==> config.mk <==
export PLATFORM = sky130hd
export DESIGN_NAME = vco_queue
export DESIGN_NICKNAME = d
export VERILOG_FILES = /design/src/rtl/core/vector_cosine_overlap_defines.svh /design/src/rtl/core/vco_pkg.sv /design/src/rtl/core/vco_queue.sv
export SDC_FILE = /design/constraint.sdc
export NUM_CORES = 1
export LEC_CHECK = 0
export ABC_AREA = 0
export BUFFER_PORTS_ARGS = -buffer_cell sky130_fd_sc_hd__buf_2
export CAP_MARGIN = 30
export CORE_MARGIN = 10
export CORE_UTILIZATION = 49
export CTS_BUF_LIST = sky130_fd_sc_hd__clkbuf_4
export CTS_CLUSTER_SIZE = 28
export DETAILED_ROUTE_END_ITERATION = 10
export PLACE_DENSITY = 0.78
export SLEW_MARGIN = 25
export SYNTH_ARGS = -nofsm -noshare
export SYNTH_HDL_FRONTEND = slang
export SYNTH_SLANG_ARGS = --single-unit
export TNS_END_PERCENT = 30
==> constraint.sdc <==
create_clock -name clk -period 6.4 [get_ports clk]
set_input_delay 0.96 -clock clk [delete_from_list [all_inputs] [get_ports clk]]
set_output_delay 0.96 -clock clk [all_outputs]
set_load 0.03 [all_outputs]
==> src/rtl/core/vector_cosine_overlap_defines.svh <==
// Assertion macros shared by the vector_cosine_overlap RTL.
// No dependencies; included by files that carry concurrent checks.
`ifndef VECTOR_COSINE_OVERLAP_DEFINES_SVH
`define VECTOR_COSINE_OVERLAP_DEFINES_SVH

// same-cycle implication, disabled during reset
`define VCO_ASSERT_IMP(label, ck, rn, ante, cons, msg) \
    label: assert property (@(posedge ck) disable iff (!rn) (ante) |-> (cons)) \
        else $error(msg);

// next-cycle implication, disabled during reset
`define VCO_ASSERT_NXT(label, ck, rn, ante, cons, msg) \
    label: assert property (@(posedge ck) disable iff (!rn) (ante) |=> (cons)) \
        else $error(msg);

`endif

==> src/rtl/core/vco_pkg.sv <==
// Types and constants for the vector cosine overlap block.
// No dependencies; imported by every other file of the block but the macro header.
`timescale 1ns / 1ps
`default_nettype none

package vco_pkg;

    localparam int ELEM_W    = 16;                 // Q1.15 element
    localparam int SQ_W      = 2 * ELEM_W - 1;     // a*a <= 2^30
    localparam int DOT_W     = 44;
    localparam int NORM_W    = 43;
    localparam int MAG_W     = 44;                 // |dot| up to 2^43
    localparam int LIMB_W    = MAG_W / 2;
    localparam int PP_W      = 2 * LIMB_W;
    localparam int WIDE_W    = 2 * MAG_W;
    localparam int FRAC_SH   = 30;                 // Q2.30 -> Q1.15 squared
    localparam int DIV_STEPS = WIDE_W + FRAC_SH;
    localparam int MUL_STEPS = 8;                  // 2 products x 4 partials
    localparam int STEP_W    = $clog2(DIV_STEPS);
    localparam int ROOT_W    = 15;
    localparam int RES_W     = 16;

    localparam logic [RES_W-1:0] ONE_Q15 = {1'b1, {(RES_W-1){1'b0}}};

    typedef struct packed {
        logic [MAG_W-1:0]  mag;
        logic [NORM_W-1:0] norm_a;
        logic [NORM_W-1:0] norm_b;
        logic              degen;
        logic              sat;
    } vco_job_t;

    typedef struct packed {
        logic     valid;
        vco_job_t job;
    } vco_push_t;

    typedef struct packed {
        logic full;
        logic one_left;
        logic empty;
    } vco_qstat_t;

    typedef enum logic [2:0] {
        ST_IDLE,
        ST_MUL,
        ST_DIV,
        ST_ROOT,
        ST_OUT
    } vco_state_t;

endpackage

`default_nettype wire

==> src/rtl/core/vco_queue.sv <==
// Short job queue between front end and back end.
// Depends on vco_pkg.
`timescale 1ns / 1ps
`default_nettype none

module vco_queue import vco_pkg::*; #(
    parameter int DEPTH = 2
) (
    input  logic       clk,
    input  logic       rst_n,
    input  vco_push_t  push,
    input  logic       pop,
    output vco_qstat_t qstat,
    output vco_job_t   head
);

    localparam int PTR_W = (DEPTH > 1) ? $clog2(DEPTH) : 1;
    localparam int CNT_W = $clog2(DEPTH + 1);

    vco_job_t         entries_reg [DEPTH];
    logic [PTR_W-1:0] wr_ptr_reg, wr_ptr_next;
    logic [PTR_W-1:0] rd_ptr_reg, rd_ptr_next;
    logic [CNT_W-1:0] count_reg, count_next;

    always_comb
    begin
        wr_ptr_next = wr_ptr_reg;
        rd_ptr_next = rd_ptr_reg;
        count_next  = count_reg;
        if (push.valid)
        begin
            wr_ptr_next = (wr_ptr_reg == PTR_W'(DEPTH - 1)) ? '0 : wr_ptr_reg + 1'b1;
        end
        if (pop)
        begin
            rd_ptr_next = (rd_ptr_reg == PTR_W'(DEPTH - 1)) ? '0 : rd_ptr_reg + 1'b1;
        end
        if (push.valid && !pop)
        begin
            count_next = count_reg + 1'b1;
        end
        else if (pop && !push.valid)
        begin
            count_next = count_reg - 1'b1;
        end
    end

    always_ff @(posedge clk or negedge rst_n)
    begin
        if (!rst_n)
        begin
            wr_ptr_reg <= '0;
            rd_ptr_reg <= '0;
            count_reg  <= '0;
        end
        else
        begin
            wr_ptr_reg <= wr_ptr_next;
            rd_ptr_reg <= rd_ptr_next;
            count_reg  <= count_next;
        end
    end

    always_ff @(posedge clk)
    begin
        if (push.valid)
        begin
            entries_reg[wr_ptr_reg] <= push.job;
        end
    end

    assign head           = entries_reg[rd_ptr_reg];
    assign qstat.full     = (count_reg == CNT_W'(DEPTH));
    assign qstat.one_left = (count_reg == CNT_W'(DEPTH - 1));
    assign qstat.empty    = (count_reg == '0);

endmodule

`default_nettype wire

==> results.py <==
metrics = {
    "global_route": {
        "gr-max-usage-layer": "met2",
        "grt.met1_usage_pct": 16.3,
        "grt_start_max_net_pins": 80,
        "use_met2_pct": 25.1,
        "antenna_found_initial": 8,
        "grt_pass1_vias": 5862,
        "grtUsageMet3_pct": 7.80,
        "grt_remaining_overflow": 0,
        "grt_pass1_wl_mm": 31.5,
        "grt_usage_pct": 15.4,
    },
    "sta": {
        "layout_min_cycle_time_ns": 3.29,
        "drv_slew": 0,
        "relSlewSlack_pct": 46.3,
        "max_freq_mhz": 304,
        "worst_slack_ns": 3.11,
        "tightest_slew_ns": 0.805,
        "rsz0062_at_grt": "false",
        "tns_ns": 0,
        "finalSetupViolCount": 0,
        "fin_crit_sh_pct": 51.4,
        "final-hold-violation-count": 0,
        "skew_ns": 0.0260,
        "worst_hold_slack_ns": 0.150,
    },
    "placement": {
        "gp_congestion": 0.749,
        "portBuffers": 270,
        "hpwl_mm": 14.4,
        "dp_slack_ns": 3.17,
    },
    "die": {
        "die_w_um": 163,
        "start_util_pct": 49.7,
        "rows": 52,
        "die_area_sq_mm": 0.0266,
        "core_area_sq_mm": 0.0202,
        "io_pins": 271,
        "fp.dieH_um": 163,
    },
    "worst_setup_path": {
        "path_class": "reg -> out",
        "r2r_start": "wr_ptr_reg",
        "cp-start-kind": "flip-flop",
        "worst-path-max-fanout": 79,
        "critPathCaptureType": "output port",
        "crit_arrival_ns": 2.33,
        "startpoint": "rd_ptr_reg",
        "ff2ff_setup_slack_ns": 4.08,
        "critPathRequiredTime_ns": 5.44,
    },
    "clock_tree": {
        "clk_path_buf_depth": 3,
        "cts_tree": "built",
        "cts_num_sinks": 268,
        "cts_root_buf": "clkbuf_4",
        "post_cts_buffers": 0,
        "clock_latency_ns": 0.63,
        "htreeDepth": 3,
        "path_clk_slew_ns": 0.06,
        "cts_resized": 0,
        "holdBufCountCts": 0,
        "numCtsBuffers": 70,
    },
    "synth": {
        "ys_top_cells_by_area": "edfxtp_1 79%, mux2_4 10%, mux2_2 7.0%",
        "synth_async_sr_flop_share_pct": 1.49,
        "syn-cell-area_sq_mm": 0.0100,
        "synth_top_area_cell": "edfxtp_1",
        "ys_seq_area_share_pct": 80.1,
        "netlist_instances": 430,
        "yosysMostFrequentCell": "edfxtp_1",
        "syn_avg_cell_area_sq_um": 23.3,
        "synth_edf_count": 264,
        "synthTopCellsByCount": "264 x edfxtp_1, 70 x mux2_4, 62 x mux2_2, 9 x buf_6, 6 x buf_2",
        "yosysWarnings": 0,
        "synth_cell_types": 14,
        "yosysTopAreaCellShare_pct": 79.1,
        "yosys_register_bits": 268,
        "syn_nets": 570,
        "synth_flop_cell": "edfxtp_1",
    },
    "cells_and_area": {
        "area_growth_syn_to_layout_pct": 24.7,
        "nFillCells": 1482,
        "final_nets": 903,
        "final_util_pct": 62.0,
        "largest_reg_flops": 264,
        "drive_gt1_share_pct": 63.9,
    },
    "worst_hold_path": {
        "hold_path_class": "in -> async",
    },
    "pwr": {
        "vdd_ir_drop_max_v": 0.000332,
        "p_leak_nw": 5.01,
        "power.density_mw_per_mm2": 480,
    },
    "run": {
        "cap_violations": 0,
    },
    "drt": {
        "routed_wl_mm": 20.9,
        "drtPass1Iterations": 6,
        "routed_via_density": 4.86,
        "wl_per_cell_um": 19.5,
        "ant_nets": 0,
        "routed-via-count": 5228,
        "drtIter0Drc": 238,
        "route.detailed.drc": 0,
    },
    "status": {
        "status": "finished clean",
    },
}
[layout by cell type (no fill, tap or decap)]
cell type / count
clkinv_1: 9
ha_1: 4
nand2_1: 1
nor2b_4: 1
clkbuf_4: 95
and2_4: 1
buf_4: 3
mux2_2: 62
inv_2: 4
buf_16: 2
buf_2: 270
dfrtp_4: 1
inv_1: 3
buf_12: 1
xnor2_1: 1
xor2_1: 3
o21ai_0: 1
mux2_4: 70
bufinv_16: 1
dfrtp_1: 3
diode_2: 6
edfxtp_1: 264
[final timing paths]
kind                                  endpoint  depth (start not counted)
setup / recovery                     head[125]                          3
hold / removal                    count_reg[1]                          1
setup reg to reg            entries_reg[1][65]                          3
hold reg to reg                   count_reg[0]                          1
max in group asynchronous           rd_ptr_reg                          1
min in group clk           entries_reg[0][123]                          1
[through the flow]
| stage | cell area, sq um | std cells | power (mW) |
|---|---|---|---|
| 2_1_floorplan | 10000 | 430 | 4.19 |
| 3_3_place_gp | 11600 | 959 | 4.68 |
| 3_5_place_dp | 11600 | 959 | 4.74 |
| 4_1_cts | 12400 | 1068 | 6.10 |
| 5_1_grt | 12500 | 1074 | 6.32 |
| 6_report | 12500 | 1076 | 6.00 |
[worst max-delay path, stage by stage, from the launching register on]
cell     delay (ns)
dfrtp_4        0.65
buf_12         0.44
mux2_2         0.40
buf_2          0.18
[final cells by class]
class | count | area (sq um) | share of cell area, %
diodes | 6 | 15.0 | 0.120
repair buffers | 276 | 1450 | 11.6
clock inverters | 14 | 78.8 | 0.631
clock buffers | 95 | 713 | 5.70
flip-flops and latches | 268 | 8030 | 64.2
multi-input cells | 144 | 1870 | 14.9
inverters | 3 | 11.3 | 0.0901
well taps | 270 | 338 | 2.70
[kinds of logic (layout without fill, tap and decap cells)]
family	after synthesis	after routing	share of synthesized area, %
adders and majority gates	4	4	0.499
AOI/OAI and AO/OA	1	1	0.0499
muxes	132	132	17.4
xor gates and xnor gates	4	4	0.349
DFF	268	268	80.1
and+or+nand+nor	3	3	0.162
buffers and inverters	18	388	1.42
other	0	6	0
[report_power, final]
part	internal (mW)	switching, mW	leakage [nW]
Combinational	0.821	1.41	2.01
Sequential	2.33	0.116	2.52
Clock	0.718	0.608	0.482
Total	3.87	2.13	5.01
[layer usage]
metal,vias to the layer above,part of all wire (%),routed length [um]
met1,2546,36,7580
li1,2413,-,-
met4,4,2.1,447
met3,38,11,2250
met5,-,0.15,31
met2,227,51,10600
Power figures use the tool's default switching activity.
