## src/rtl/core/vector_cosine_overlap_defines.svh

```systemverilog
// Assertion macros shared by the vector_cosine_overlap RTL.
// No dependencies; included by files that carry concurrent checks.
`ifndef VECTOR_COSINE_OVERLAP_DEFINES_SVH
`define VECTOR_COSINE_OVERLAP_DEFINES_SVH

// same-cycle implication, disabled during reset
`define VCO_ASSERT_IMP(label, ck, rn, ante, cons, msg) \
    label: assert property (@(posedge ck) disable iff (!rn) (ante) |-> (cons)) \
        else $error(msg);

// next-cycle implication, disabled during reset
`define VCO_ASSERT_NXT(label, ck, rn, ante, cons, msg) \
    label: assert property (@(posedge ck) disable iff (!rn) (ante) |=> (cons)) \
        else $error(msg);

`endif

```

## src/rtl/core/vco_pkg.sv

```systemverilog
// Types and constants for the vector cosine overlap block.
// No dependencies; imported by every other file of the block but the macro header.
`timescale 1ns / 1ps
`default_nettype none

package vco_pkg;

    localparam int ELEM_W    = 16;                 // Q1.15 element
    localparam int SQ_W      = 2 * ELEM_W - 1;     // a*a <= 2^30
    localparam int DOT_W     = 44;
    localparam int NORM_W    = 43;
    localparam int MAG_W     = 44;                 // |dot| up to 2^43
    localparam int LIMB_W    = MAG_W / 2;
    localparam int PP_W      = 2 * LIMB_W;
    localparam int WIDE_W    = 2 * MAG_W;
    localparam int FRAC_SH   = 30;                 // Q2.30 -> Q1.15 squared
    localparam int DIV_STEPS = WIDE_W + FRAC_SH;
    localparam int MUL_STEPS = 8;                  // 2 products x 4 partials
    localparam int STEP_W    = $clog2(DIV_STEPS);
    localparam int ROOT_W    = 15;
    localparam int RES_W     = 16;

    localparam logic [RES_W-1:0] ONE_Q15 = {1'b1, {(RES_W-1){1'b0}}};

    typedef struct packed {
        logic [MAG_W-1:0]  mag;
        logic [NORM_W-1:0] norm_a;
        logic [NORM_W-1:0] norm_b;
        logic              degen;
        logic              sat;
    } vco_job_t;

    typedef struct packed {
        logic     valid;
        vco_job_t job;
    } vco_push_t;

    typedef struct packed {
        logic full;
        logic one_left;
        logic empty;
    } vco_qstat_t;

    typedef enum logic [2:0] {
        ST_IDLE,
        ST_MUL,
        ST_DIV,
        ST_ROOT,
        ST_OUT
    } vco_state_t;

endpackage

`default_nettype wire

```

## src/rtl/core/vco_out_if.sv

```systemverilog
// Output channel: one overlap result item per vector pair.
// Depends on vco_pkg for the result width.
`timescale 1ns / 1ps
`default_nettype none

interface vco_out_if import vco_pkg::*; ();

    logic             valid;
    logic             ready;
    logic [RES_W-1:0] overlap;
    logic             degenerate;
    logic             overflowed;

    modport source (output valid, output overlap, output degenerate, output overflowed,
                    input ready);
    modport sink (input valid, input overlap, input degenerate, input overflowed,
                  output ready);

endinterface

`default_nettype wire

```

## src/rtl/core/vco_back.sv

```systemverilog
// Back end sequencer: wide products, restoring divide, integer root, result register.
// Depends on vco_pkg and vco_out_if.
`timescale 1ns / 1ps
`default_nettype none

module vco_back import vco_pkg::*; (
    input  logic       clk,
    input  logic       rst_n,
    input  vco_qstat_t qstat,
    input  vco_job_t   head,
    output logic       pop,
    vco_out_if.source  result
);

    vco_state_t        state_reg, state_next;
    logic [STEP_W-1:0] step_reg;
    vco_job_t          job_reg;
    logic [PP_W-1:0]   pp_reg;
    logic [2:0]        pp_tag_reg;
    logic [WIDE_W-1:0] p_reg;      // norm_a * norm_b
    logic [WIDE_W-1:0] m_reg;      // mag^2, then dividend shifter
    logic [WIDE_W-1:0] rem_reg;
    logic [FRAC_SH-1:0] quo_reg;
    logic              big_reg;    // quotient reached 2^30
    logic [ROOT_W-1:0] root_reg;

    logic              out_valid_reg;
    logic [RES_W-1:0]  out_overlap_reg;
    logic              out_degen_reg;
    logic              out_ovf_reg;

    logic              out_load;
    logic              mul_done;
    logic              div_done;
    logic              root_done;

    logic [2:0]        tag;
    logic [MAG_W-1:0]  op_x;
    logic [MAG_W-1:0]  op_y;
    logic [LIMB_W-1:0] limb_x;
    logic [LIMB_W-1:0] limb_y;
    logic [PP_W-1:0]   pp_next;
    logic [WIDE_W-1:0] pp_shifted;

    logic [WIDE_W-1:0] trial;
    logic [WIDE_W:0]   diff;

    logic [3:0]        root_pos;
    logic [ROOT_W-1:0] cand;
    logic [2*ROOT_W-1:0] cand_sq;
    logic [RES_W-1:0]  overlap_val;

    // ---------------- next state ----------------
    always_comb
    begin
        state_next = state_reg;
        case (state_reg)
            ST_IDLE:
            begin
                if (!qstat.empty)
                begin
                    state_next = head.degen ? ST_OUT : ST_MUL;
                end
            end
            ST_MUL:
            begin
                if (mul_done)
                begin
                    state_next = ST_DIV;
                end
            end
            ST_DIV:
            begin
                if (div_done)
                begin
                    state_next = ST_ROOT;
                end
            end
            ST_ROOT:
            begin
                if (root_done || big_reg)
                begin
                    state_next = ST_OUT;
                end
            end
            ST_OUT:
            begin
                if (out_load)
                begin
                    state_next = ST_IDLE;
                end
            end
            default:
            begin
                state_next = ST_IDLE;
            end
        endcase
    end

    // ---------------- control outputs ----------------
    always_comb
    begin
        pop       = 1'b0;
        out_load  = 1'b0;
        mul_done  = 1'b0;
        div_done  = 1'b0;
        root_done = 1'b0;
        case (state_reg)
            ST_IDLE: pop       = !qstat.empty;
            ST_MUL:  mul_done  = (step_reg == STEP_W'(MUL_STEPS));
            ST_DIV:  div_done  = (step_reg == STEP_W'(DIV_STEPS - 1));
            ST_ROOT: root_done = (step_reg == STEP_W'(ROOT_W - 1));
            ST_OUT:  out_load  = !out_valid_reg || result.ready;
            default: pop       = 1'b0;
        endcase
    end

    always_ff @(posedge clk or negedge rst_n)
    begin
        if (!rst_n)
        begin
            state_reg <= ST_IDLE;
        end
        else
        begin
            state_reg <= state_next;
        end
    end

    // ---------------- datapath ----------------
    // 22x22 partial products; tag bit 2 picks the mag^2 pass
    always_comb
    begin
        tag     = step_reg[2:0];
        op_x    = tag[2] ? job_reg.mag : {1'b0, job_reg.norm_a};
        op_y    = tag[2] ? job_reg.mag : {1'b0, job_reg.norm_b};
        limb_x  = tag[1] ? op_x[MAG_W-1:LIMB_W] : op_x[LIMB_W-1:0];
        limb_y  = tag[0] ? op_y[MAG_W-1:LIMB_W] : op_y[LIMB_W-1:0];
        pp_next = limb_x * limb_y;

        case (pp_tag_reg[1:0])
            2'b00:   pp_shifted = WIDE_W'(pp_reg);
            2'b11:   pp_shifted = WIDE_W'(pp_reg) << (2 * LIMB_W);
            default: pp_shifted = WIDE_W'(pp_reg) << LIMB_W;
        endcase
    end

    always_comb
    begin
        trial = {rem_reg[WIDE_W-2:0], m_reg[WIDE_W-1]};
        diff  = {1'b0, trial} - {1'b0, p_reg};
    end

    always_comb
    begin
        root_pos    = 4'(ROOT_W - 1) - step_reg[3:0];
        cand        = root_reg | (ROOT_W'(1) << root_pos);
        cand_sq     = cand * cand;
        if (job_reg.degen)
        begin
            overlap_val = '0;
        end
        else if (big_reg)
        begin
            overlap_val = ONE_Q15;
        end
        else
        begin
            overlap_val = {1'b0, root_reg};
        end
    end

    always_ff @(posedge clk or negedge rst_n)
    begin
        if (!rst_n)
        begin
            step_reg <= '0;
        end
        else if (pop || mul_done || div_done || root_done)
        begin
            step_reg <= '0;
        end
        else if (state_reg == ST_MUL || state_reg == ST_DIV || state_reg == ST_ROOT)
        begin
            step_reg <= step_reg + 1'b1;
        end
    end

    always_ff @(posedge clk)
    begin
        case (state_reg)
            ST_IDLE:
            begin
                if (pop)
                begin
                    job_reg  <= head;
                    p_reg    <= '0;
                    m_reg    <= '0;
                    rem_reg  <= '0;
                    quo_reg  <= '0;
                    big_reg  <= 1'b0;
                    root_reg <= '0;
                end
            end
            ST_MUL:
            begin
                if (step_reg != '0)
                begin
                    if (pp_tag_reg[2])
                    begin
                        m_reg <= m_reg + pp_shifted;
                    end
                    else
                    begin
                        p_reg <= p_reg + pp_shifted;
                    end
                end
                if (!mul_done)
                begin
                    pp_reg     <= pp_next;
                    pp_tag_reg <= tag;
                end
            end
            ST_DIV:
            begin
                m_reg <= m_reg << 1;
                if (!diff[WIDE_W])
                begin
                    rem_reg <= diff[WIDE_W-1:0];
                end
                else
                begin
                    rem_reg <= trial;
                end
                quo_reg <= {quo_reg[FRAC_SH-2:0], !diff[WIDE_W]};
                big_reg <= big_reg || quo_reg[FRAC_SH-1];
            end
            ST_ROOT:
            begin
                if (cand_sq <= quo_reg)
                begin
                    root_reg <= cand;
                end
            end
            default:
            begin
                job_reg <= job_reg;
            end
        endcase
    end

    // ---------------- result register ----------------
    always_ff @(posedge clk or negedge rst_n)
    begin
        if (!rst_n)
        begin
            out_valid_reg <= 1'b0;
        end
        else if (out_load)
        begin
            out_valid_reg <= 1'b1;
        end
        else if (result.ready)
        begin
            out_valid_reg <= 1'b0;
        end
    end

    always_ff @(posedge clk)
    begin
        if (out_load)
        begin
            out_overlap_reg <= overlap_val;
            out_degen_reg   <= job_reg.degen;
            out_ovf_reg     <= job_reg.sat;
        end
    end

    assign result.valid      = out_valid_reg;
    assign result.overlap    = out_overlap_reg;
    assign result.degenerate = out_degen_reg;
    assign result.overflowed = out_ovf_reg;

endmodule

`default_nettype wire

```

## src/flat_wrapper.sv

```systemverilog
// flat-port wrapper written by rule: the top's interface ports become plain ports
module vco_back_flat import vco_pkg::*;
  (clk, rst_n, qstat, head, pop, result_valid, result_overlap, result_degenerate, result_overflowed, result_ready);
  vco_out_if result_i ();
  input  logic clk;
  input  logic rst_n;
  input  vco_qstat_t qstat;
  input  vco_job_t head;
  output logic pop;
  output wire logic [$bits(result_i.valid)-1:0] result_valid;
  output wire logic [$bits(result_i.overlap)-1:0] result_overlap;
  output wire logic [$bits(result_i.degenerate)-1:0] result_degenerate;
  output wire logic [$bits(result_i.overflowed)-1:0] result_overflowed;
  input wire logic [$bits(result_i.ready)-1:0] result_ready;
  assign result_valid = result_i.valid;
  assign result_overlap = result_i.overlap;
  assign result_degenerate = result_i.degenerate;
  assign result_overflowed = result_i.overflowed;
  assign result_i.ready = result_ready;
  vco_back u_core (.clk(clk), .rst_n(rst_n), .qstat(qstat), .head(head), .pop(pop), .result(result_i));
endmodule
```

## config.mk

```make
export PLATFORM = sky130hd
export DESIGN_NAME = vco_back_flat
export DESIGN_NICKNAME = d
export VERILOG_FILES = /design/src/rtl/core/vector_cosine_overlap_defines.svh /design/src/rtl/core/vco_pkg.sv /design/src/rtl/core/vco_out_if.sv /design/src/rtl/core/vco_back.sv /design/src/flat_wrapper.sv
export SDC_FILE = /design/constraint.sdc
export NUM_CORES = 2
export LEC_CHECK = 0
export BUFFER_PORTS_ARGS = -buffer_cell sky130_fd_sc_hd__buf_4
export CAP_MARGIN = 10
export CORE_MARGIN = 4
export CORE_UTILIZATION = 25
export CTS_BUF_LIST = sky130_fd_sc_hd__clkbuf_16
export DETAILED_ROUTE_END_ITERATION = 10
export PLACE_DENSITY = 0.42
export REMOVE_ABC_BUFFERS = 1
export SKIP_CTS_REPAIR_TIMING = 1
export SYNTH_ARGS = -nofsm -noshare
export SYNTH_HDL_FRONTEND = slang
export SYNTH_SLANG_ARGS = --single-unit
```

## constraint.sdc

```tcl
create_clock -name clk -period 12.4 [get_ports clk]
set_input_delay 3.1 -clock clk [delete_from_list [all_inputs] [get_ports clk]]
set_output_delay 3.1 -clock clk [all_outputs]
set_load 0.03 [all_outputs]
```

==> summary.txt <==
Status
  – Status: finished clean

Synthesis
  – Synth cell types: between 90 and 100
  – Main flop type after synthesis: edfxtp_1
  – Top cell type's share of synthesized area: 0.257
  – Register area share after synthesis: 0.262
  – Synthesis-stage register bit count: roughly 520
  – Cell Area, Synth: slightly below 60000 µm²
  – Post-synth ARST share: 0.0213
  – EDFF count, synth: between 500 and 600
  – Post-synth top area cell: edfxtp_1
  – Synth area leaders: edfxtp_1, fa_1, ha_1, inv_1, nand2_1
  – Syn. warnings: 0
  – Gate Count Post-Synth: approximately 6500
  – Mapped Avg Cell Area: approximately 9 µm²

CTS
  – CTS tree: done
  – CTS Sinks: roughly 520
  – Root Driver: clkbuf_16
  – Maximum root-to-sink buffer count: 3
  – Max H-tree Level: 3
  – Worst skew pair latency: ~0.70 ns
  – Clock slew seen by the registers of the worst setup and hold paths: approximately 0.060 ns
  – Num CTS Buffers: 71

Floorplan
  – Die W: about 490 µm
  – Die Ht: roughly 490 µm
  – Die area: about 240000 µm²
  – Core area: 235000 µm²
  – Initial Utilization: 0.251
  – # IOs: approximately 160
  – Num rows: between 150 and 200

Place
  – Post-detailed-placement half-perimeter wirelength: roughly 140000 µm
  – RD Place Congestion: between 0.8 and 0.9
  – Port-buffer cells: between 150 and 200
  – DP Area: 63500 µm²

Setup path
  – Reg-to-Reg End: u_core.root_reg[3]
  – CP endpoint kind: flip-flop
  – WP data arrival: ~12 ns
  – Worst stage delay on the critical path: 0.78 ns
  – RR Startpoint: u_core.step_reg[0]
  – Max FO, Critical Path: 15
  – Worst EP required: ~13 ns
  – Critical Path Slowest Stage Cell: a2111oi_0
  – Critical path type: reg2reg
  – CP dominant cell by count: fa_1
  – Reg2Reg Setup Slack: ~1.0 ns
  – Reg2reg path depth: 36
  – Crit path launch type: flip-flop

Global routing
  – Grt ovf: 0
  – Initial antenna violation count: 2
  – Total track usage: 0.147
  – Vias in the first global route: around 48000
  – Largest net degree at the start of global routing: 90
  – First-pass GRT wire length: ~280000 µm

Detailed routing
  – WL met3: just under 8000 µm
  – Router iterations before antenna repair: 5
  – Top Layer Used: met4
  – Starting DRT DRC Count: around 2900
  – WL/cell: 18.6 µm
  – Drc violations: 0
  – Drt total wl: ~180000 µm
  – Drt via density: 4.75
  – Antenna Nets Post-Route: 0
  – WL met1: between 90000 and 100000 µm
  – Via count: ~46000
  – Met2 wire len: ~78000 µm

Layout
  – Utilization after layout: 0.280
  – Max reg flops: 132
  – Layout cells sized above 1: 0.0657
  – Most frequent cells in the layout: inv_1, nand2_1, ha_1
  – # fillers: 25300
  – Syn-to-layout area delta: 11.4%
  – Design area: between 60000 and 70000 µm²
  – Final #Nets: just under 8000
  – Commonest non-fill, non-tap cell in the layout: inv_1

Worst hold path
  – Hold Path Class: reg2reg
  – Worst hold start: u_core.job_reg[0]
  – Hold path depth: 0
  – Worst Hold Endpoint: u_core.result.overflowed

STA
  – Worst rel slew slack: 0.196
  – Fin Clk Skew: 0.0527 ns
  – Slew Limit Fails: 0
  – Unrepaired setup endpoints after global routing: no
  – Worst-Margin Slew: about 1.2 ns
  – Endpoints failing setup: 0
  – Fin Setup TNS: 0 ns
  – Fmax achieved: 0.0877 GHz
  – Shortest period the worst path allows: around 11 ns
  – Final Hold Violating Endpoints: 0
  – Period utilization: 0.919

Power and ir drop
  – Pleak: 29.6 nW
  – VDD IR-drop max: about 0.088 mV
  – PD cells: roughly 61 nW/µm²

Run
  – Max Cap Viol: 0
[cells in the mapped netlist, types with 78 or more instances]
library cell / n
nor2_1: 472
a21oi_1: 471
nand2_1: 857
and2_1: 155
xnor2_1: 212
edfxtp_1: 506
o21ai_0: 322
fa_1: 538
nand4_1: 104
clkbuf_1: 280
inv_1: 863
xor2_1: 103
ha_1: 544
a21o_1: 193
nand3_1: 78
[critical path, delay by kind of cell, from the launching register on]
family,cells,cell delay (ns)
adders and majority gates,9,3.80
AOI/OAI and AO/OA,11,3.29
and+or+nand+nor,9,2.59
buffers and inverters,6,0.78
DFF,1,0.44
xor gates and xnor gates,1,0.09
[power breakdown]
part | switching (W) | internal (W) | leakage [nW] | total, W
sequential | 0.00000000000000000000764 | 0.00190 | 5.43 | 0.00190
clock | 0.000874 | 0.00124 | 1.19 | 0.00212
combinational | 0.00000918 | 0.0000267 | 22.9 | 0.0000359
total | 0.000883 | 0.00317 | 29.6 | 0.00405
[per-layer routing]
| layer | vias to the layer above | track usage |
|---|---|---|
| li1 | 22100 | - |
| met1 | 22800 | 0.219 |
| met2 | 1006 | 0.226 |
| met3 | 186 | 0.0201 |
| met4 | 0 | 0.0321 |
| met5 | - | 0 |
[worst max-delay path by stage]
| stage | start | end | slack, ns | cells after the start |
|---|---|---|---|---|
| final | u_core.step_reg[0] | u_core.root_reg[3] | 1.0 | 36 |
| after global routing | u_core.step_reg[3] | u_core.root_reg[5] | 0.23 | 37 |
| after CTS | u_core.step_reg[3] | u_core.root_reg[1] | 1.04 | 37 |
| after detailed placement | u_core.step_reg[3] | u_core.root_reg[0] | 1.09 | 37 |
| after global placement | u_core.step_reg[3] | u_core.root_reg[0] | 1.12 | 37 |
| after floorplan | u_core.step_reg[2] | u_core.root_reg[0] | 1.55 | 32 |
[cell type report]
cell class                      count  area (µm²)  area share
Clock buffer                       73        1830      0.0277
Multi-Input combinational cell   4838       39200       0.596
Antenna cell                        2        5.00   0.0000760
Timing Repair Buffer              210        1580      0.0239
Tap cell                         3150        3940      0.0598
Clock inverter                     55         533     0.00809
Inverter                          868        3260      0.0495
Sequential cell                   517       15500       0.235
[logic make-up after synthesis]
family                     synth area share
AOI/OAI and AO/OA                     0.154
adders and majority gates             0.297
DFF                                   0.262
and+or+nand+nor                       0.148
buffers and inverters                0.0757
muxes                                0.0171
xor gates and xnor gates             0.0467
[per-stage QoR]
stage / std cells / setup WS (ns) / total power, W / hold WS [ns]
6_report: 9713 / 0.999 / 0.00405 / 0.425
5_1_grt: 9711 / 0.229 / 0.00420 / 0.436
4_1_cts: 9711 / 1.04 / 0.00414 / 0.424
3_5_place_dp: 9583 / 1.09 / 0.00197 / 0.424
3_3_place_gp: 9583 / 1.12 / 0.00197 / 0.405
2_1_floorplan: 6223 / 1.55 / 0.00193 / 0.400
Power figures use the tool's default switching activity.
