===== config.mk =====
export PLATFORM = sky130hd
export DESIGN_NAME = vco_front_flat
export DESIGN_NICKNAME = d
export VERILOG_FILES = /design/src/rtl/core/vector_cosine_overlap_defines.svh /design/src/rtl/core/vco_pkg.sv /design/src/rtl/core/vco_in_if.sv /design/src/rtl/core/vco_front.sv /design/src/flat_wrapper.sv
export SDC_FILE = /design/constraint.sdc
export NUM_CORES = 2
export LEC_CHECK = 0
export BUFFER_PORTS_ARGS = -buffer_cell sky130_fd_sc_hd__buf_2
export CORE_MARGIN = 2
export CORE_UTILIZATION = 35
export CTS_CLUSTER_SIZE = 20
export DETAILED_ROUTE_END_ITERATION = 8
export GPL_ROUTABILITY_DRIVEN = 0
export PLACE_DENSITY = 0.55
export SETUP_SLACK_MARGIN = 0.3
export SKIP_LAST_GASP = 1
export SLEW_MARGIN = 5
export SYNTH_ARGS = -nofsm -noshare
export SYNTH_HDL_FRONTEND = slang
export SYNTH_SLANG_ARGS = --single-unit

===== constraint.sdc =====
create_clock -name clk -period 5.69 [get_ports clk]
set_clock_uncertainty 0.2 [all_clocks]
set_input_delay 0.2845 -clock clk [delete_from_list [all_inputs] [get_ports clk]]
set_output_delay 0.2845 -clock clk [all_outputs]
set_load 0.01 [all_outputs]

===== src/rtl/core/vector_cosine_overlap_defines.svh =====
// Assertion macros shared by the vector_cosine_overlap RTL.
// No dependencies; included by files that carry concurrent checks.
`ifndef VECTOR_COSINE_OVERLAP_DEFINES_SVH
`define VECTOR_COSINE_OVERLAP_DEFINES_SVH

// same-cycle implication, disabled during reset
`define VCO_ASSERT_IMP(label, ck, rn, ante, cons, msg) \
    label: assert property (@(posedge ck) disable iff (!rn) (ante) |-> (cons)) \
        else $error(msg);

// next-cycle implication, disabled during reset
`define VCO_ASSERT_NXT(label, ck, rn, ante, cons, msg) \
    label: assert property (@(posedge ck) disable iff (!rn) (ante) |=> (cons)) \
        else $error(msg);

`endif


===== src/rtl/core/vco_pkg.sv =====
// Types and constants for the vector cosine overlap block.
// No dependencies; imported by every other file of the block but the macro header.
`timescale 1ns / 1ps
`default_nettype none

package vco_pkg;

    localparam int ELEM_W    = 16;                 // Q1.15 element
    localparam int SQ_W      = 2 * ELEM_W - 1;     // a*a <= 2^30
    localparam int DOT_W     = 44;
    localparam int NORM_W    = 43;
    localparam int MAG_W     = 44;                 // |dot| up to 2^43
    localparam int LIMB_W    = MAG_W / 2;
    localparam int PP_W      = 2 * LIMB_W;
    localparam int WIDE_W    = 2 * MAG_W;
    localparam int FRAC_SH   = 30;                 // Q2.30 -> Q1.15 squared
    localparam int DIV_STEPS = WIDE_W + FRAC_SH;
    localparam int MUL_STEPS = 8;                  // 2 products x 4 partials
    localparam int STEP_W    = $clog2(DIV_STEPS);
    localparam int ROOT_W    = 15;
    localparam int RES_W     = 16;

    localparam logic [RES_W-1:0] ONE_Q15 = {1'b1, {(RES_W-1){1'b0}}};

    typedef struct packed {
        logic [MAG_W-1:0]  mag;
        logic [NORM_W-1:0] norm_a;
        logic [NORM_W-1:0] norm_b;
        logic              degen;
        logic              sat;
    } vco_job_t;

    typedef struct packed {
        logic     valid;
        vco_job_t job;
    } vco_push_t;

    typedef struct packed {
        logic full;
        logic one_left;
        logic empty;
    } vco_qstat_t;

    typedef enum logic [2:0] {
        ST_IDLE,
        ST_MUL,
        ST_DIV,
        ST_ROOT,
        ST_OUT
    } vco_state_t;

endpackage

`default_nettype wire


===== src/rtl/core/vco_in_if.sv =====
// Input channel: one element pair of the two vectors per item.
// Depends on vco_pkg for the element width.
`timescale 1ns / 1ps
`default_nettype none

interface vco_in_if import vco_pkg::*; ();

    logic                     valid;
    logic                     ready;
    logic signed [ELEM_W-1:0] elem_a;
    logic signed [ELEM_W-1:0] elem_b;
    logic                     last;

    modport source (output valid, output elem_a, output elem_b, output last, input ready);
    modport sink (input valid, input elem_a, input elem_b, input last, output ready);

endinterface

`default_nettype wire


===== src/rtl/core/vco_front.sv =====
// Front end: element products, saturating running sums, job hand-off on last.
// Depends on vco_pkg and vco_in_if.
`timescale 1ns / 1ps
`default_nettype none

module vco_front import vco_pkg::*; (
    input  logic       clk,
    input  logic       rst_n,
    vco_in_if.sink     samples,
    input  vco_qstat_t qstat,
    output vco_push_t  push
);

    localparam logic [DOT_W-1:0]  DOT_MAX  = {1'b0, {(DOT_W-1){1'b1}}};
    localparam logic [DOT_W-1:0]  DOT_MIN  = {1'b1, {(DOT_W-1){1'b0}}};
    localparam logic [NORM_W-1:0] NORM_MAX = {NORM_W{1'b1}};

    logic                       s1_valid_reg;
    logic                       s1_last_reg;
    logic [2*ELEM_W-1:0]        s1_prod_reg;
    logic [SQ_W-1:0]            s1_sq_a_reg;
    logic [SQ_W-1:0]            s1_sq_b_reg;

    logic [DOT_W-1:0]           dot_sum_reg, dot_sum_next;
    logic [NORM_W-1:0]          norm_a_sum_reg, norm_a_sum_next;
    logic [NORM_W-1:0]          norm_b_sum_reg, norm_b_sum_next;
    logic                       sat_flag_reg, sat_flag_next;

    logic signed [2*ELEM_W-1:0] prod_ab;
    logic signed [2*ELEM_W-1:0] prod_aa;
    logic signed [2*ELEM_W-1:0] prod_bb;
    logic                       accept;

    logic [DOT_W:0]             dot_wide;
    logic [NORM_W:0]            na_wide;
    logic [NORM_W:0]            nb_wide;
    logic [DOT_W-1:0]           dot_sat;
    logic [NORM_W-1:0]          na_sat;
    logic [NORM_W-1:0]          nb_sat;
    logic                       sat_any;

    // a last item still in the product stage will take a queue slot
    assign samples.ready = !qstat.full && !(qstat.one_left && s1_valid_reg && s1_last_reg);
    assign accept        = samples.valid && samples.ready;

    assign prod_ab = samples.elem_a * samples.elem_b;
    assign prod_aa = samples.elem_a * samples.elem_a;
    assign prod_bb = samples.elem_b * samples.elem_b;

    always_ff @(posedge clk or negedge rst_n)
    begin
        if (!rst_n)
        begin
            s1_valid_reg <= 1'b0;
        end
        else
        begin
            s1_valid_reg <= accept;
        end
    end

    always_ff @(posedge clk)
    begin
        if (accept)
        begin
            s1_last_reg <= samples.last;
            s1_prod_reg <= prod_ab;
            s1_sq_a_reg <= prod_aa[SQ_W-1:0];
            s1_sq_b_reg <= prod_bb[SQ_W-1:0];
        end
    end

    always_comb
    begin
        dot_wide = {dot_sum_reg[DOT_W-1], dot_sum_reg}
                 + {{(DOT_W+1-2*ELEM_W){s1_prod_reg[2*ELEM_W-1]}}, s1_prod_reg};
        na_wide  = {1'b0, norm_a_sum_reg} + {{(NORM_W+1-SQ_W){1'b0}}, s1_sq_a_reg};
        nb_wide  = {1'b0, norm_b_sum_reg} + {{(NORM_W+1-SQ_W){1'b0}}, s1_sq_b_reg};

        if (dot_wide[DOT_W] != dot_wide[DOT_W-1])
        begin
            dot_sat = dot_wide[DOT_W] ? DOT_MIN : DOT_MAX;
        end
        else
        begin
            dot_sat = dot_wide[DOT_W-1:0];
        end
        na_sat  = na_wide[NORM_W] ? NORM_MAX : na_wide[NORM_W-1:0];
        nb_sat  = nb_wide[NORM_W] ? NORM_MAX : nb_wide[NORM_W-1:0];
        sat_any = (dot_wide[DOT_W] != dot_wide[DOT_W-1]) || na_wide[NORM_W] || nb_wide[NORM_W];

        dot_sum_next    = dot_sum_reg;
        norm_a_sum_next = norm_a_sum_reg;
        norm_b_sum_next = norm_b_sum_reg;
        sat_flag_next   = sat_flag_reg;
        if (s1_valid_reg)
        begin
            if (s1_last_reg)
            begin
                dot_sum_next    = '0;
                norm_a_sum_next = '0;
                norm_b_sum_next = '0;
                sat_flag_next   = 1'b0;
            end
            else
            begin
                dot_sum_next    = dot_sat;
                norm_a_sum_next = na_sat;
                norm_b_sum_next = nb_sat;
                sat_flag_next   = sat_flag_reg || sat_any;
            end
        end
    end

    always_comb
    begin
        push.valid      = s1_valid_reg && s1_last_reg;
        push.job.mag    = dot_sat[DOT_W-1] ? (~dot_sat + 1'b1) : dot_sat;
        push.job.norm_a = na_sat;
        push.job.norm_b = nb_sat;
        push.job.degen  = (na_sat == '0) || (nb_sat == '0);
        push.job.sat    = sat_flag_reg || sat_any;
    end

    always_ff @(posedge clk or negedge rst_n)
    begin
        if (!rst_n)
        begin
            dot_sum_reg    <= '0;
            norm_a_sum_reg <= '0;
            norm_b_sum_reg <= '0;
            sat_flag_reg   <= 1'b0;
        end
        else
        begin
            dot_sum_reg    <= dot_sum_next;
            norm_a_sum_reg <= norm_a_sum_next;
            norm_b_sum_reg <= norm_b_sum_next;
            sat_flag_reg   <= sat_flag_next;
        end
    end

endmodule

`default_nettype wire


===== src/flat_wrapper.sv =====
// flat-port wrapper written by rule: the top's interface ports become plain ports
module vco_front_flat import vco_pkg::*;
  (clk, rst_n, qstat, push, samples_valid, samples_elem_a, samples_elem_b, samples_last, samples_ready);
  vco_in_if samples_i ();
  input  logic clk;
  input  logic rst_n;
  input  vco_qstat_t qstat;
  output vco_push_t push;
  input wire logic [$bits(samples_i.valid)-1:0] samples_valid;
  input wire logic [$bits(samples_i.elem_a)-1:0] samples_elem_a;
  input wire logic [$bits(samples_i.elem_b)-1:0] samples_elem_b;
  input wire logic [$bits(samples_i.last)-1:0] samples_last;
  output wire logic [$bits(samples_i.ready)-1:0] samples_ready;
  assign samples_i.valid = samples_valid;
  assign samples_i.elem_a = samples_elem_a;
  assign samples_i.elem_b = samples_elem_b;
  assign samples_i.last = samples_last;
  assign samples_ready = samples_i.ready;
  vco_front u_core (.clk(clk), .rst_n(rst_n), .samples(samples_i), .qstat(qstat), .push(push));
endmodule

==> metrics.md <==
| Metric | Value |
|---|---|
| Highest Clock Rate | `163 MHz` |
| Syn Nets | `roughly 6,000` |
| Clock root buffer | `sky130_fd_sc_hd__clkbuf_16` |
| Clock slew seen by the registers of the worst setup and hold paths | `0.06 ns` |
| Number of flops mapped to enable cells by yosys | `93` |
| Number of global-route vias before repair | `37,300` |
| Sequential fraction of the synthesis area | `0.140` |
| Post-detailed-route count of antenna-violating nets | `0` |
| Max Buffers Root-to-Sink | `3` |
| Tot GR Track Use | `0.201` |
| Final worst-path cycle share | `1.08` |
| Worst setup path class | `reg -> out` |
| DRC violations left | `0` |
| Reg-to-Reg Start | `u_core.s1_prod_reg[0]` |
| Setup crit end kind | `primary output` |
| Synth-to-Final Area Change | `29.5%` |
| Synth async-reset ratio | `0.587` |
| Max transition margin | `0.401` |
| Number of hold violations in the final report | `0` |
| Final Core Density | `0.456` |
| Slew at the pin closest to its max-slew limit | `0.898 ns` |
| Layout Nets | `6,715` |
| FF-to-FF setup slack | `1.45 ns` |
| Number of levels in the clock H-tree | `1` |
| Routed via count | `35,900` |
| Drt first-iter violations | `2,062` |
| Total congestion overflow | `0` |
| Count of boundary I/O pins | `between 150 and 200` |
| Std-Cell Core Area | `124,000 µm²` |
| Largest area contributor in the synthesized netlist | `sky130_fd_sc_hd__fa_1` |
| Synth area leaders | `sky130_fd_sc_hd__fa_1, sky130_fd_sc_hd__ha_1, sky130_fd_sc_hd__inv_1` |
| Worst reg2reg path depth | `17` |
| Setup repair after global routing missed its margin | `true` |
| Worst Slack Setup Final | `-0.459 ns` |
| CP startpoint kind | `flip-flop` |
| Worst min path class | `in -> reg` |
| Final Slew Violations | `0` |
| Site Rows | `129` |
| Drt wl/cell | `17.7 µm` |
| Post-placement setup slack | `-0.925 ns` |
| Max-cap violations | `0` |
| Port buffer count | `171` |
| FF+latch count, synth | `~230` |
| Number of warnings reported in the yosys synthesis log | `0` |
| Number of flip-flops under the largest register name | `between 40 and 50` |
| Terminating pin of the worst hold path | `u_core.s1_prod_reg[28]` |
| Post-synthesis instance area | `43,600 µm²` |
| Antenna violations before repair | `3` |
| Ys flop type | `sky130_fd_sc_hd__dfrtp_1` |
| Fillcell total | `12,000` |
| Run status | `finished, violations left` |
| Pin count of the biggest net entering global routing | `71` |
| Most common library cells after synthesis | `sky130_fd_sc_hd__inv_1, sky130_fd_sc_hd__fa_1, sky130_fd_sc_hd__nand2_1, sky130_fd_sc_hd__ha_1, sky130_fd_sc_hd__nor2_1` |
| WP data required | `5.21 ns` |
| Initial cell density of the core | `0.352` |
| Routed via count divided by cell count | `4.94` |
| Cell count of the worst hold path | `2` |
| Area share of the largest cell type after synthesis | `0.331` |
| Worst-skew pair later-pin latency | `0.62 ns` |
| Library cell with the highest instance count after synthesis | `sky130_fd_sc_hd__inv_1` |
| Synth unique cells | `102` |
| Minimum clock period | `6.15 ns` |
| WL final | `128,000 µm` |
| Number of buffers created by CTS | `31` |
| Number of detailed-route iterations in the first pass | `5` |
| Final setup violation count | `15` |
| Destination of the worst register-to-register timing path | `u_core.dot_sum_reg[6]` |
| Total Die Area | `127,000 µm²` |
| Startpoint of the lowest-slack hold path | `samples_valid` |
| Floorplan die width | `357 µm` |
| Global-route wire length before repair | `205,000 µm` |
| CTS tree | `done` |
| Vertical die dimension | `between 300 and 400 µm` |
| Arrival @ worst endpoint | `5.66 ns` |
| Avg Synthesized Cell Area | `9.09 µm²` |
| Highest fanout seen on the critical path | `4` |
| Gate count after technology mapping | `4,793` |
| Clock sinks | `225` |
| Detailed placement HPWL | `between 100,000 and 150,000 µm` |
| Share of final-layout standard cells stronger than drive strength 1 | `0.281` |
| Violated checks | `setup timing` |
stage by stage:
stage	area [µm²]	setup TNS (ns)	hold WS [ns]	instances
final	56400	-4.51	0.0366	7258
after global routing	56400	-11.18	0.0228	7258
after CTS	54600	-4.42	0.00121	7190
after detailed placement	51400	-23.64	0.185	7054
after global placement	51400	-21.43	0.183	7054
after floorplan	44500	-3.34	-0.211	4793
worst max-delay path, stage by stage (launching register included):
cell,delay [ns]
sky130_fd_sc_hd__edfxtp_1,0.46
sky130_fd_sc_hd__ha_2,0.23
sky130_fd_sc_hd__inv_2,0.05
sky130_fd_sc_hd__fa_2,0.19
sky130_fd_sc_hd__and2b_2,0.25
sky130_fd_sc_hd__o2111ai_4,0.26
sky130_fd_sc_hd__a2111oi_4,0.14
sky130_fd_sc_hd__o21ai_2,0.20
sky130_fd_sc_hd__a21oi_2,0.11
sky130_fd_sc_hd__o311ai_4,0.35
sky130_fd_sc_hd__a21oi_4,0.13
sky130_fd_sc_hd__a41oi_4,0.22
sky130_fd_sc_hd__nor2_2,0.09
sky130_fd_sc_hd__o21ai_2,0.21
sky130_fd_sc_hd__ha_4,0.17
sky130_fd_sc_hd__nand3_4,0.07
sky130_fd_sc_hd__nor4b_4,0.31
sky130_fd_sc_hd__o2111ai_2,0.19
sky130_fd_sc_hd__nor3_2,0.19
sky130_fd_sc_hd__nand2b_1,0.17
sky130_fd_sc_hd__a21oi_2,0.20
sky130_fd_sc_hd__buf_4,0.12
sky130_fd_sc_hd__o211ai_1,0.16
sky130_fd_sc_hd__o31ai_2,0.30
sky130_fd_sc_hd__xnor2_1,0.14
sky130_fd_sc_hd__buf_2,0.15
how the worst max path moves through the flow:
stage                                     start                endpoint  depth (start not counted)  slack [ns]
final                     u_core.s1_prod_reg[0]               push[130]                         25       -0.46
after global routing      u_core.s1_prod_reg[0]               push[130]                         25       -0.82
after CTS                 u_core.s1_prod_reg[1]               push[130]                         23       -0.52
after detailed placement      samples_elem_b[7]  u_core.s1_sq_b_reg[30]                         24       -0.92
after global placement       samples_elem_a[15]  u_core.s1_sq_a_reg[30]                         19       -0.91
after floorplan               samples_elem_b[3]  u_core.s1_sq_b_reg[30]                         26       -0.46
area by class of cell:
type / count / area [µm²] / share of cell area
Antenna cell: 1 / 2.50 / 0.0000444
Sequential cell: 225 / 6100 / 0.108
Multi-Input combinational cell: 3410 / 35500 / 0.630
Timing Repair Buffer: 957 / 8000 / 0.142
Clock buffer: 42 / 848 / 0.0150
Inverter: 970 / 3670 / 0.0650
Tap cell: 1637 / 2050 / 0.0363
Clock inverter: 16 / 228 / 0.00404
layout by cell type (no fill, tap or decap), types with 37 or more instances in the layout:
cell type and count:
sky130_fd_sc_hd__inv_1 898, sky130_fd_sc_hd__buf_4 658, sky130_fd_sc_hd__fa_1 653, sky130_fd_sc_hd__nand2_1 390, sky130_fd_sc_hd__ha_1 316, sky130_fd_sc_hd__nor2_1 236, sky130_fd_sc_hd__xnor2_1 173, sky130_fd_sc_hd__a21oi_1 138
sky130_fd_sc_hd__and2_1 137, sky130_fd_sc_hd__buf_2 136, sky130_fd_sc_hd__dfrtp_1 132, sky130_fd_sc_hd__a22o_1 101, sky130_fd_sc_hd__o21ai_0 98, sky130_fd_sc_hd__edfxtp_1 93, sky130_fd_sc_hd__buf_6 87, sky130_fd_sc_hd__a21o_1 85
sky130_fd_sc_hd__fa_2 68, sky130_fd_sc_hd__xor2_1 64, sky130_fd_sc_hd__inv_2 62, sky130_fd_sc_hd__a21oi_2 51, sky130_fd_sc_hd__nand3_1 47, sky130_fd_sc_hd__nand2b_1 45, sky130_fd_sc_hd__nor3_1 44, sky130_fd_sc_hd__and2_4 42
sky130_fd_sc_hd__buf_12 41, sky130_fd_sc_hd__or2_2 40, sky130_fd_sc_hd__ha_4 37
logic make-up (layout without fill, tap and decap cells):
logic type	after synthesis	in the layout	synth area share
flops	225	225	0.140
compound gates	809	809	0.129
mux	11	11	0.00267
xor+xnor	261	261	0.0528
other cells	0	1	0
fa+ha+maj	1090	1090	0.437
simple gates	1239	1239	0.138
buf+inv	1158	1985	0.100
layer usage:
layer	vias to the layer above	wire length, µm	track usage
li1	17000	-	-
met5	-	22	0
met2	686	58500	0.321
met3	140	5810	0.0242
met4	4	2660	0.0428
met1	18000	61400	0.292
what timing repair did:
action                                  CTS  global route
pin swaps                               187           204
gates resized for setup                 356           314
cloned                                    3             4
setup buffers                            71            63
endpoints found under the setup margin   61            70
hold endpoints to repair                 66             0
hold buffers                              4             0
Power is not shown: default switching activity piles up to over one toggle a cycle in this logic, so the estimate is an artifact.
